## src/sv/rvex_pkg.sv

```systemverilog
package rvex_pkg;

    // Architectural sizes
    localparam int REG_COUNT = 32;

    // Command codes carried by the action field
    localparam logic [1:0] ACT_STEP    = 2'd0;
    localparam logic [1:0] ACT_RESTART = 2'd1;
    localparam logic [1:0] ACT_LOAD    = 2'd2;
    localparam logic [1:0] ACT_READ    = 2'd3;

    // Result status codes
    localparam logic [3:0] ST_ADV      = 4'd0;
    localparam logic [3:0] ST_HALT     = 4'd1;
    localparam logic [3:0] ST_EXIT     = 4'd2;
    localparam logic [3:0] ST_TRAP     = 4'd3;
    localparam logic [3:0] ST_FFAULT   = 4'd4;
    localparam logic [3:0] ST_LFAULT   = 4'd5;
    localparam logic [3:0] ST_SFAULT   = 4'd6;
    localparam logic [3:0] ST_ILLEGAL  = 4'd7;
    localparam logic [3:0] ST_ECALL    = 4'd8;
    localparam logic [3:0] ST_NOTREADY = 4'd9;

    // Run state
    localparam logic [1:0] RUN_IDLE   = 2'd0;
    localparam logic [1:0] RUN_READY  = 2'd1;
    localparam logic [1:0] RUN_EXITED = 2'd2;

    // Major opcodes
    localparam logic [6:0] OPC_LUI    = 7'h37;
    localparam logic [6:0] OPC_AUIPC  = 7'h17;
    localparam logic [6:0] OPC_OPIMM  = 7'h13;
    localparam logic [6:0] OPC_OP     = 7'h33;
    localparam logic [6:0] OPC_LOAD   = 7'h03;
    localparam logic [6:0] OPC_STORE  = 7'h23;
    localparam logic [6:0] OPC_JAL    = 7'h6f;
    localparam logic [6:0] OPC_JALR   = 7'h67;
    localparam logic [6:0] OPC_BRANCH = 7'h63;
    localparam logic [6:0] OPC_SYSTEM = 7'h73;

    // funct7 values
    localparam logic [6:0] F7_BASE   = 7'h00;
    localparam logic [6:0] F7_ALT    = 7'h20;
    localparam logic [6:0] F7_MULDIV = 7'h01;

    // ALU funct3
    localparam logic [2:0] F3_ADD  = 3'd0;
    localparam logic [2:0] F3_SLL  = 3'd1;
    localparam logic [2:0] F3_SLT  = 3'd2;
    localparam logic [2:0] F3_SLTU = 3'd3;
    localparam logic [2:0] F3_XOR  = 3'd4;
    localparam logic [2:0] F3_SR   = 3'd5;
    localparam logic [2:0] F3_OR   = 3'd6;
    localparam logic [2:0] F3_AND  = 3'd7;

    // M extension funct3
    localparam logic [2:0] MD_MUL    = 3'd0;
    localparam logic [2:0] MD_MULH   = 3'd1;
    localparam logic [2:0] MD_MULHSU = 3'd2;
    localparam logic [2:0] MD_MULHU  = 3'd3;

    // Load and store funct3
    localparam logic [2:0] LD_B  = 3'd0;
    localparam logic [2:0] LD_H  = 3'd1;
    localparam logic [2:0] LD_W  = 3'd2;
    localparam logic [2:0] LD_BU = 3'd4;
    localparam logic [2:0] LD_HU = 3'd5;

    // Access sizes
    localparam logic [1:0] SZ_BYTE = 2'd0;
    localparam logic [1:0] SZ_HALF = 2'd1;

    // Branch funct3
    localparam logic [2:0] BR_EQ  = 3'd0;
    localparam logic [2:0] BR_NE  = 3'd1;
    localparam logic [2:0] BR_LT  = 3'd4;
    localparam logic [2:0] BR_GE  = 3'd5;
    localparam logic [2:0] BR_LTU = 3'd6;
    localparam logic [2:0] BR_GEU = 3'd7;

    // SYSTEM funct3
    localparam logic [2:0] SYS_PRIV  = 3'd0;
    localparam logic [2:0] SYS_RSVD  = 3'd4;
    localparam logic [1:0] CSR_RW    = 2'd1;
    localparam logic [1:0] CSR_RS    = 2'd2;

    // Whole-word SYSTEM encodings
    localparam logic [31:0] INSN_EBREAK = 32'h0010_0073;
    localparam logic [31:0] INSN_ECALL  = 32'h0000_0073;
    localparam logic [31:0] INSN_MRET   = 32'h3020_0073;

    // Machine CSR addresses
    localparam logic [11:0] CSR_MSTATUS = 12'h300;
    localparam logic [11:0] CSR_MTVEC   = 12'h305;
    localparam logic [11:0] CSR_MEPC    = 12'h341;
    localparam logic [11:0] CSR_MCAUSE  = 12'h342;
    localparam logic [11:0] CSR_MTVAL   = 12'h343;

    localparam logic [31:0] CAUSE_ILLEGAL = 32'd2;

    // Configuration register indexes
    localparam logic [1:0] CFG_ENTRY    = 2'd0;
    localparam logic [1:0] CFG_STACK    = 2'd1;
    localparam logic [1:0] CFG_TOHOST   = 2'd2;
    localparam logic [1:0] CFG_FROMHOST = 2'd3;

    // Request to the multiply/divide unit
    typedef struct packed {
        logic       go;
        logic [2:0] funct3;
    } md_req_t;

    function automatic logic [31:0] imm_i(input logic [31:0] x);
        return {{20{x[31]}}, x[31:20]};
    endfunction

    function automatic logic [31:0] imm_s(input logic [31:0] x);
        return {{20{x[31]}}, x[31:25], x[11:7]};
    endfunction

    function automatic logic [31:0] imm_b(input logic [31:0] x);
        return {{19{x[31]}}, x[31], x[7], x[30:25], x[11:8], 1'b0};
    endfunction

    function automatic logic [31:0] imm_j(input logic [31:0] x);
        return {{11{x[31]}}, x[31], x[19:12], x[20], x[30:21], 1'b0};
    endfunction

    function automatic logic [2:0] size_bytes(input logic [1:0] sz);
        case (sz)
            SZ_BYTE: return 3'd1;
            SZ_HALF: return 3'd2;
            default: return 3'd4;
        endcase
    endfunction

    // Byte lanes of an access within a two-word window
    function automatic logic [7:0] byte_mask(input logic [1:0] sz, input logic [1:0] off);
        logic [7:0] base;
        case (sz)
            SZ_BYTE: base = 8'h01;
            SZ_HALF: base = 8'h03;
            default: base = 8'h0f;
        endcase
        return base << off;
    endfunction

    function automatic logic [31:0] window_align(input logic [63:0] win,
                                                 input logic [1:0] off);
        logic [63:0] s;
        s = win >> {off, 3'b000};
        return s[31:0];
    endfunction

    function automatic logic [31:0] load_format(input logic [31:0] r, input logic [2:0] f3);
        case (f3)
            LD_B:    return {{24{r[7]}}, r[7:0]};
            LD_H:    return {{16{r[15]}}, r[15:0]};
            LD_BU:   return {24'b0, r[7:0]};
            LD_HU:   return {16'b0, r[15:0]};
            default: return r;
        endcase
    endfunction

    function automatic logic [63:0] window_merge(input logic [63:0] old,
                                                 input logic [31:0] data,
                                                 input logic [1:0]  off,
                                                 input logic [7:0]  mask);
        logic [63:0] sh;
        logic [63:0] res;
        sh = {32'b0, data} << {off, 3'b000};
        for (int i = 0; i < 8; i++) begin
            res[8*i +: 8] = mask[i] ? sh[8*i +: 8] : old[8*i +: 8];
        end
        return res;
    endfunction

endpackage

```

## src/sv/rvex_muldiv.sv

```systemverilog
module rvex_muldiv import rvex_pkg::*; (
    input  logic        clk,
    input  logic        rst_n,
    input  md_req_t     req,
    input  logic [31:0] op_a,
    input  logic [31:0] op_b,
    output logic        done,
    output logic [31:0] value
);

    localparam logic [1:0] P_IDLE = 2'd0;
    localparam logic [1:0] P_MUL  = 2'd1;
    localparam logic [1:0] P_DIV  = 2'd2;

    logic [1:0]  phase_reg, phase_next;
    logic [4:0]  count_reg, count_next;
    logic [2:0]  f3_reg, f3_next;
    logic [63:0] prod_reg, prod_next;
    logic [31:0] rem_reg, rem_next;
    logic [31:0] quo_reg, quo_next;
    logic [31:0] dvs_reg, dvs_next;
    logic        negq_reg, negq_next;
    logic        negr_reg, negr_next;
    logic [31:0] value_reg, value_next;
    logic        done_reg, done_next;

    logic        sgn_a, sgn_b, div_sgn, an, bn;
    logic [65:0] prod_full;
    logic [32:0] r_sh, diff;

    always_comb
    begin
        phase_next = phase_reg;
        count_next = count_reg;
        f3_next    = f3_reg;
        prod_next  = prod_reg;
        rem_next   = rem_reg;
        quo_next   = quo_reg;
        dvs_next   = dvs_reg;
        negq_next  = negq_reg;
        negr_next  = negr_reg;
        value_next = value_reg;
        done_next  = 1'b0;

        sgn_a     = (req.funct3 == MD_MULH) || (req.funct3 == MD_MULHSU);
        sgn_b     = (req.funct3 == MD_MULH);
        prod_full = $signed({sgn_a & op_a[31], op_a}) * $signed({sgn_b & op_b[31], op_b});
        div_sgn   = !req.funct3[0];
        an        = div_sgn & op_a[31];
        bn        = div_sgn & op_b[31];
        r_sh      = {rem_reg, quo_reg[31]};
        diff      = r_sh - {1'b0, dvs_reg};

        case (phase_reg)
            P_IDLE:
            begin
                if (req.go)
                begin
                    f3_next = req.funct3;
                    if (!req.funct3[2])
                    begin
                        // Register the product, select the half next cycle
                        prod_next  = prod_full[63:0];
                        phase_next = P_MUL;
                    end
                    else if (op_b == 32'd0)
                    begin
                        value_next = req.funct3[1] ? op_a : 32'hffff_ffff;
                        done_next  = 1'b1;
                    end
                    else if (div_sgn && op_a == 32'h8000_0000 && op_b == 32'hffff_ffff)
                    begin
                        value_next = req.funct3[1] ? 32'd0 : op_a;
                        done_next  = 1'b1;
                    end
                    else
                    begin
                        quo_next   = an ? 32'd0 - op_a : op_a;
                        dvs_next   = bn ? 32'd0 - op_b : op_b;
                        rem_next   = 32'd0;
                        negq_next  = an ^ bn;
                        negr_next  = an;
                        count_next = 5'd0;
                        phase_next = P_DIV;
                    end
                end
            end
            P_MUL:
            begin
                value_next = (f3_reg == MD_MUL) ? prod_reg[31:0] : prod_reg[63:32];
                done_next  = 1'b1;
                phase_next = P_IDLE;
            end
            P_DIV:
            begin
                // One restoring step a cycle
                if (!diff[32])
                begin
                    rem_next = diff[31:0];
                    quo_next = {quo_reg[30:0], 1'b1};
                end
                else
                begin
                    rem_next = r_sh[31:0];
                    quo_next = {quo_reg[30:0], 1'b0};
                end
                count_next = count_reg + 5'd1;
                if (count_reg == 5'd31)
                begin
                    if (f3_reg[1])
                    begin
                        value_next = negr_reg ? 32'd0 - rem_next : rem_next;
                    end
                    else
                    begin
                        value_next = negq_reg ? 32'd0 - quo_next : quo_next;
                    end
                    done_next  = 1'b1;
                    phase_next = P_IDLE;
                end
            end
            default:
            begin
                phase_next = P_IDLE;
            end
        endcase
    end

    always_ff @(posedge clk or negedge rst_n)
    begin
        if (!rst_n)
        begin
            phase_reg <= P_IDLE;
            done_reg  <= 1'b0;
            count_reg <= 5'd0;
        end
        else
        begin
            phase_reg <= phase_next;
            done_reg  <= done_next;
            count_reg <= count_next;
        end
    end

    always_ff @(posedge clk)
    begin
        f3_reg    <= f3_next;
        prod_reg  <= prod_next;
        rem_reg   <= rem_next;
        quo_reg   <= quo_next;
        dvs_reg   <= dvs_next;
        negq_reg  <= negq_next;
        negr_reg  <= negr_next;
        value_reg <= value_next;
    end

    assign done  = done_reg;
    assign value = value_reg;

endmodule

```

## config.mk

```make
export PLATFORM = sky130hd
export DESIGN_NAME = rvex_muldiv
export DESIGN_NICKNAME = d
export VERILOG_FILES = /design/src/sv/rvex_pkg.sv /design/src/sv/rvex_muldiv.sv
export SDC_FILE = /design/constraint.sdc
export NUM_CORES = 2
export LEC_CHECK = 0
export ABC_AREA = 1
export BUFFER_PORTS_ARGS = -buffer_cell sky130_fd_sc_hd__buf_4
export CAP_MARGIN = 20
export CELL_PAD_IN_SITES_DETAIL_PLACEMENT = 0
export CELL_PAD_IN_SITES_GLOBAL_PLACEMENT = 1
export CORE_AREA = 2 2 345 347
export CTS_CLUSTER_SIZE = 30
export DETAILED_ROUTE_END_ITERATION = 8
export DIE_AREA = 0 0 347 349
export PLACE_DENSITY_LB_ADDON = 0.1
export SLEW_MARGIN = 20
export SYNTH_ARGS = -nofsm -noshare
export SYNTH_HDL_FRONTEND = slang
export SYNTH_SLANG_ARGS = --single-unit
```

## constraint.sdc

```tcl
create_clock -name clk -period 6.1 [get_ports clk]
set_clock_uncertainty 0.2 [all_clocks]
set_input_delay 0 -clock clk [delete_from_list [all_inputs] [get_ports clk]]
set_output_delay 0 -clock clk [all_outputs]
set_load 0.01 [all_outputs]
```

; ---- After elaboration in Yosys (flattened, before gate mapping)
; Index checks and enable logic that the tools add are counted.
[op_classes]
addsub = 6
mul = 1
eq_ne = 15
n_mux = 45
bitwise_logic = 8
n_reduce_logical = 15
[ops]
columns = operator, n
row1 = 32-bit 2-to-1 mux, 24
row2 = 32-bit case mux with 2 select lines, 2
row3 = "1-bit by 32-bit subtractor with 32-bit output, first input constant", 4
row4 = 32-bit case mux with 3 select lines, 1
row5 = "32-bit == test, second input constant", 2
row6 = 33-bit by 33-bit multiplier with 64-bit output, 1
row7 = 33-bit by 32-bit subtractor with 33-bit output, 1
row8 = 32-bit logical NOT, 1
row9 = 5-bit 2-to-1 mux, 4
row10 = 5-bit AND reduction, 3
row11 = 2-bit 2-to-1 mux, 5
row12 = "2-bit inequality test, second input constant", 5
row13 = 5-bit case mux with 2 select lines, 1
row14 = "3-bit inequality test, second input constant", 3
row15 = 1-bit 2-to-1 mux, 6
row16 = "5-bit by 1-bit adder with 5-bit output, second input constant", 1
row17 = "5-bit == test, second input constant", 1
row18 = 1-bit bitwise AND, 4
row19 = 2-bit case mux with 2 select lines, 1
row20 = 4-bit AND reduction, 1
row21 = "3-bit by 1-bit == test with 1-bit output, second input constant", 1
row22 = "3-bit by 2-bit == test with 1-bit output, second input constant", 1
row23 = 3-bit logical NOT, 1
row24 = 1-bit inverter, 3
row25 = other kinds (12), 13
[word_totals]
reg_bits = 205
out_inout_bits = 33
word_cells = 101

; ---- Depth between registers and ports, before layout
[depth]
ltp_word = 8
ltp_mapped = 36

; ---- Worst setup path after synthesis
; Ideal clock, no wire load.
[synth_timing]
kind = in2reg
start = input req[1] in the netlist's numbering
end = register prod_reg[63] (data pin)
setup_ns = 0.264
t_arrival_ns = 7.541
required_time_ns = 5.636
path_slack_ns = -1.904
path_stages = 29
path_buffers = 1
path_cell_list = inv_1 -> nand3_1 -> nand2_1 -> nand2_1 -> clkbuf_1 -> nor2_1 -> fa_1 -> inv_1 -> fa_1 -> inv_1 -> fa_1 -> inv_1 -> fa_1 -> inv_1 -> fa_1 -> fa_1 -> fa_1 -> inv_1 -> fa_1 -> inv_1 -> ha_1 -> nand2_1 -> nor2_1 -> inv_1 -> nor3_1 -> nand4_1 -> o211ai_1 -> a31oi_1 -> xor2_1
[synth_between]
elab_chain_cells = 4
word_cells_on_any_way = 6
[synth_rtl]
columns = element, line_no
row1 = start: declaration, rvex_muldiv.sv:4  ; input md_req_t req,
row2 = 3-bit by 1-bit == test with 1-bit output / 3-bit by 2-bit == test with 1-bit output (equally long branches), "rvex_muldiv.sv:45, rvex_muldiv.sv:46"
row3 = 1-bit logical OR, rvex_muldiv.sv:45  ; sgn_a = (req.funct3 == MD_MULH) || (req.funct3 == MD_MULHSU);
row4 = 1-bit bitwise AND, rvex_muldiv.sv:47  ; prod_full = $signed({sgn_a & op_a[31], op_a}) * $signed({sgn_b & op_b[31], op_b});
row5 = 33-bit by 33-bit multiplier with 64-bit output (*), rvex_muldiv.sv:47
row6 = net prod_full[63], rvex_muldiv.sv:28  ; logic [65:0] prod_full;
row7 = end signal: assignment, rvex_muldiv.sv:148  ; prod_reg <= prod_next;
row8 = end: declaration, rvex_muldiv.sv:18  ; logic [63:0] prod_reg, prod_next;
; Mark *: on every way through the listed nets, which the timed path passes. The rest lies on a longest branch.
; A chain may end at the register's enable or synchronous reset.

; ---- Worst setup path in the final report
; Ends and elaborated chain as after synthesis.

==> summary.md <==
| Metric | Value |
|---|---|
| Result of the run | `finished with violations` |
| Violations in the final reports | `negative setup slack` |
| CP Class | `primary input to flip-flop` |
| Final hold viol count | `0` |
| Area Growth Syn to Fin | `21.27%` |
| Most common cell after layout, fill and taps aside | `inv_1` |
| Commonest non-fill, non-tap cells in the layout | `inv_1 (1,765), nand2_1 (1,658), fa_1 (1,092), buf_4 (666), nor2_1 (316)` |
| Final WL | `188.8 mm` |
| Routability-driven placement congestion ratio | `between 0.9 and 1` |
| Period minus WS final | `between 6 and 7 ns` |
| Synthesized instance count | `approximately 6,800` |
| Required time at the endpoint of the critical path | `6.22 ns` |
| Total Die Area | `121,100 sq um` |
| Final net count | `8,840` |
| Slowest cell on the critical path | `fa_2` |
| Number of sinks on the clock net | `between 200 and 250` |
| Number of DRC violations after detailed routing | `0` |
| Fraction of layout cells with a size suffix above 1 | `0.1786` |
| Via count of the first global-routing pass | `48,110` |
| Crit. Startpoint | `req[1]` |
| FP Rows | `approximately 130` |
| Worst min-delay path class | `primary input to flip-flop` |
| Boundary pin count | `around 100` |
| Detailed router's first-iteration violation count | `between 3,000 and 4,000` |
| Max reg flops | `64` |
| Fraction of synthesized cell area taken by the top area cell type | `0.4193` |
| Clock Latency Late Sink | `0.58 ns` |
| Pin count of the biggest net entering global routing | `65` |
| Largest incremental delay on the critical path | `0.62 ns` |
| Unrepaired setup endpoints after global routing | `yes` |
| TritonCTS clock tree | `yes` |
| Detailed-placement wirelength estimate | `~150 mm` |
| Buffer cell driving the clock tree root | `clkbuf_16` |
| Via Count | `45,290` |
| Global-route total usage across every layer | `0.3214` |
| Clock slew seen by the registers of the worst setup and hold paths | `around 0.06 ns` |
| Worst setup path end | `prod_reg[63]` |
| Fraction of synthesis flops using an asynchronous set or reset pin | `0.03902` |
| Core area | `117,500 sq um` |
| Number of buffer cells added on primary ports | `102` |
| Cell type with the highest occurrence count on the critical path | `fa_1` |
| Global route overflow | `0` |
| Routed vias/inst | `5.062` |
| Top cell type by total area after synthesis | `fa_1` |
| Post-synth EDFFs | `197` |
| Worst Setup End Kind | `flip-flop` |
| Number of max-cap violations | `0` |
| Initial standard-cell utilization of the core | `0.4577` |
| Fill cells | `~11,000` |
| Reg2Reg Capture Point | `value[30]` |
| Routed length per placed instance | `around 21 um` |
| Number of cell instances on the worst register-to-register path | `30` |
| Final WS setup | `-0.6578 ns` |
| First-pass GRT wire length | `293.3 mm` |
| Yosys warning total | `0` |
| Final setup violation count | `30` |
| Drt first pass iters | `6` |
| Antenna violations before repair | `4` |
| Mean instance size in the synthesized netlist | `7.877 sq um` |
| Largest cells by area after synthesis | `fa_1 (42%), inv_1 (13%), nand2_1 (12%), edfxtp_1 (11%), ha_1 (5.9%)` |
| Die Ht | `349 um` |
| Mapped Area | `53,760 sq um` |
| Critical register-to-register path startpoint | `quo_reg[31]` |
| Top_reg_cell synth | `edfxtp_1` |
| Worst-case register-to-register setup slack | `roughly 0.5 ns` |
| Fin. max-slew vios | `0` |
| Seq/Total Area, Yosys | `0.1138` |
| Die Width | `around 350 um` |
| Crit path DAT | `6.88 ns` |
| Crit share post-route | `1.108` |
| Actual transition at the worst max-transition pin | `1.135 ns` |
| Mapped Nets | `roughly 8,300` |
| Startpoint type of the worst setup path | `primary input` |
| Crit Path Max Fanout | `7` |
| Total negative setup slack | `-11.34 ns` |
| Yosys reg bits | `205` |
| F_max | `148.0 MHz` |
| CTS buffer count | `25` |
| Relative slew margins | `0.2426` |
| Number of distinct library cells after synthesis | `54` |
| CTS H-tree lvls | `1` |
| Maximum buffer depth of the clock tree | `3` |
| Routed Antenna Nets | `0` |
==> worst min-delay path by stage <==
| stage | from | end | depth (start not counted) |
|---|---|---|---|
| floorplan | rst_n | count_reg[0] | 0 |
| detailed placement | rst_n | phase_reg[0] | 1 |
| finish | op_b[5] | dvs_reg[5] | 4 |
| global route | op_b[5] | dvs_reg[5] | 4 |
| global placement | rst_n | done | 1 |
| CTS | op_a[17] | value[17] | 4 |
==> routing by layer <==
metal  up-vias  global-route usage  part of all wire
met5         -                   0          0.000069
met4         2             0.09095             0.037
met3       237             0.03971             0.062
met2      1340              0.5369              0.47
met1     22790              0.4411              0.43
li1      20920                   -                 -
==> synthesized netlist by cell type (2+ instances only) <==
| library cell | number |
|---|---|
| clkinv_1 | 4 |
| xnor2_1 | 39 |
| nand3_1 | 142 |
| o21ai_0 | 210 |
| or2_2 | 5 |
| a21oi_2 | 2 |
| a31oi_1 | 28 |
| o21a_1 | 11 |
| a21oi_1 | 173 |
| nand2_4 | 6 |
| nand4_1 | 40 |
| nand3_2 | 4 |
| o21ai_1 | 24 |
| o31ai_1 | 5 |
| a21o_1 | 10 |
| xor2_1 | 87 |
| nor2_1 | 371 |
| nor4_1 | 24 |
| nor2_4 | 3 |
| inv_2 | 11 |
| buf_1 | 114 |
| and3_1 | 3 |
| fa_1 | 1126 |
| nor3_2 | 4 |
| or2_1 | 2 |
| o22ai_1 | 3 |
| buf_2 | 5 |
| nand3b_1 | 11 |
| nor2_2 | 12 |
| ha_1 | 255 |
| edfxtp_1 | 197 |
| nand2_1 | 1727 |
| o21ai_2 | 4 |
| dfrtp_1 | 8 |
| a211oi_1 | 2 |
| o211ai_1 | 32 |
| buf_6 | 3 |
| inv_1 | 1840 |
| nand2_2 | 19 |
| o21bai_1 | 6 |
| clkbuf_1 | 201 |
| nor3_1 | 40 |
==> layout make-up <==
class	count	area, sq um	share of cell area
Antenna cell	2	5.005	0.00007677
Clock buffer	26	629.4	0.009654
Clock inverter	20	211.5	0.003244
Inverter	1855	7003	0.1074
Multi-Input combinational cell	4440	41400	0.6350
Sequential cell	205	6116	0.09381
Tap cell	1536	1922	0.02948
Timing Repair Buffer	862	7909	0.1213
==> per-stage QoR <==
stage	instances	setup slack [ns]	instance area (sq um)	util	hold WS (ns)
floorplan	6825	-1.147	54420	-	-0.4956
global placement	8766	-1.483	60660	0.5165	-0.3756
detailed placement	8766	-1.613	60660	0.5165	-0.3757
CTS	8924	-0.6408	64370	0.5481	0.0006589
global route	8945	-0.9998	65190	0.5550	0.04645
finish	8946	-0.6578	65190	0.5551	0.01502
==> worst max-delay path, delay by kind of cell <==
kind                       cells  cell delay (ns)
adders and majority gates      9             4.38
xor gates and xnor gates       1             0.16
AOI/OAI and AO/OA              2             0.44
buffers and inverters         10             0.98
and+or+nand+nor                8             0.88
==> what timing repair did <==
item	in CTS	in global routing
pin swaps	219	146
cloned	8	0
hold endpoints to repair	58	1
resized for setup	424	167
setup buffers	62	28
hold buffers	45	1
setup endpoints to repair	39	39
==> cell families after synthesis <==
kind of cell,after synthesis,share of synthesized area
AND/OR/NAND/NOR,2418,0.1815
buffers and inverters,2180,0.1531
adder cells (fa/ha/maj),1381,0.4787
AO/OA/AOI/OAI,515,0.05246
flip-flops,205,0.1138
XOR/XNOR,126,0.02053
Power is left out: the tool's default activity adds up to more than one toggle a clock period on the data nets, which glitch-free logic cannot reach.
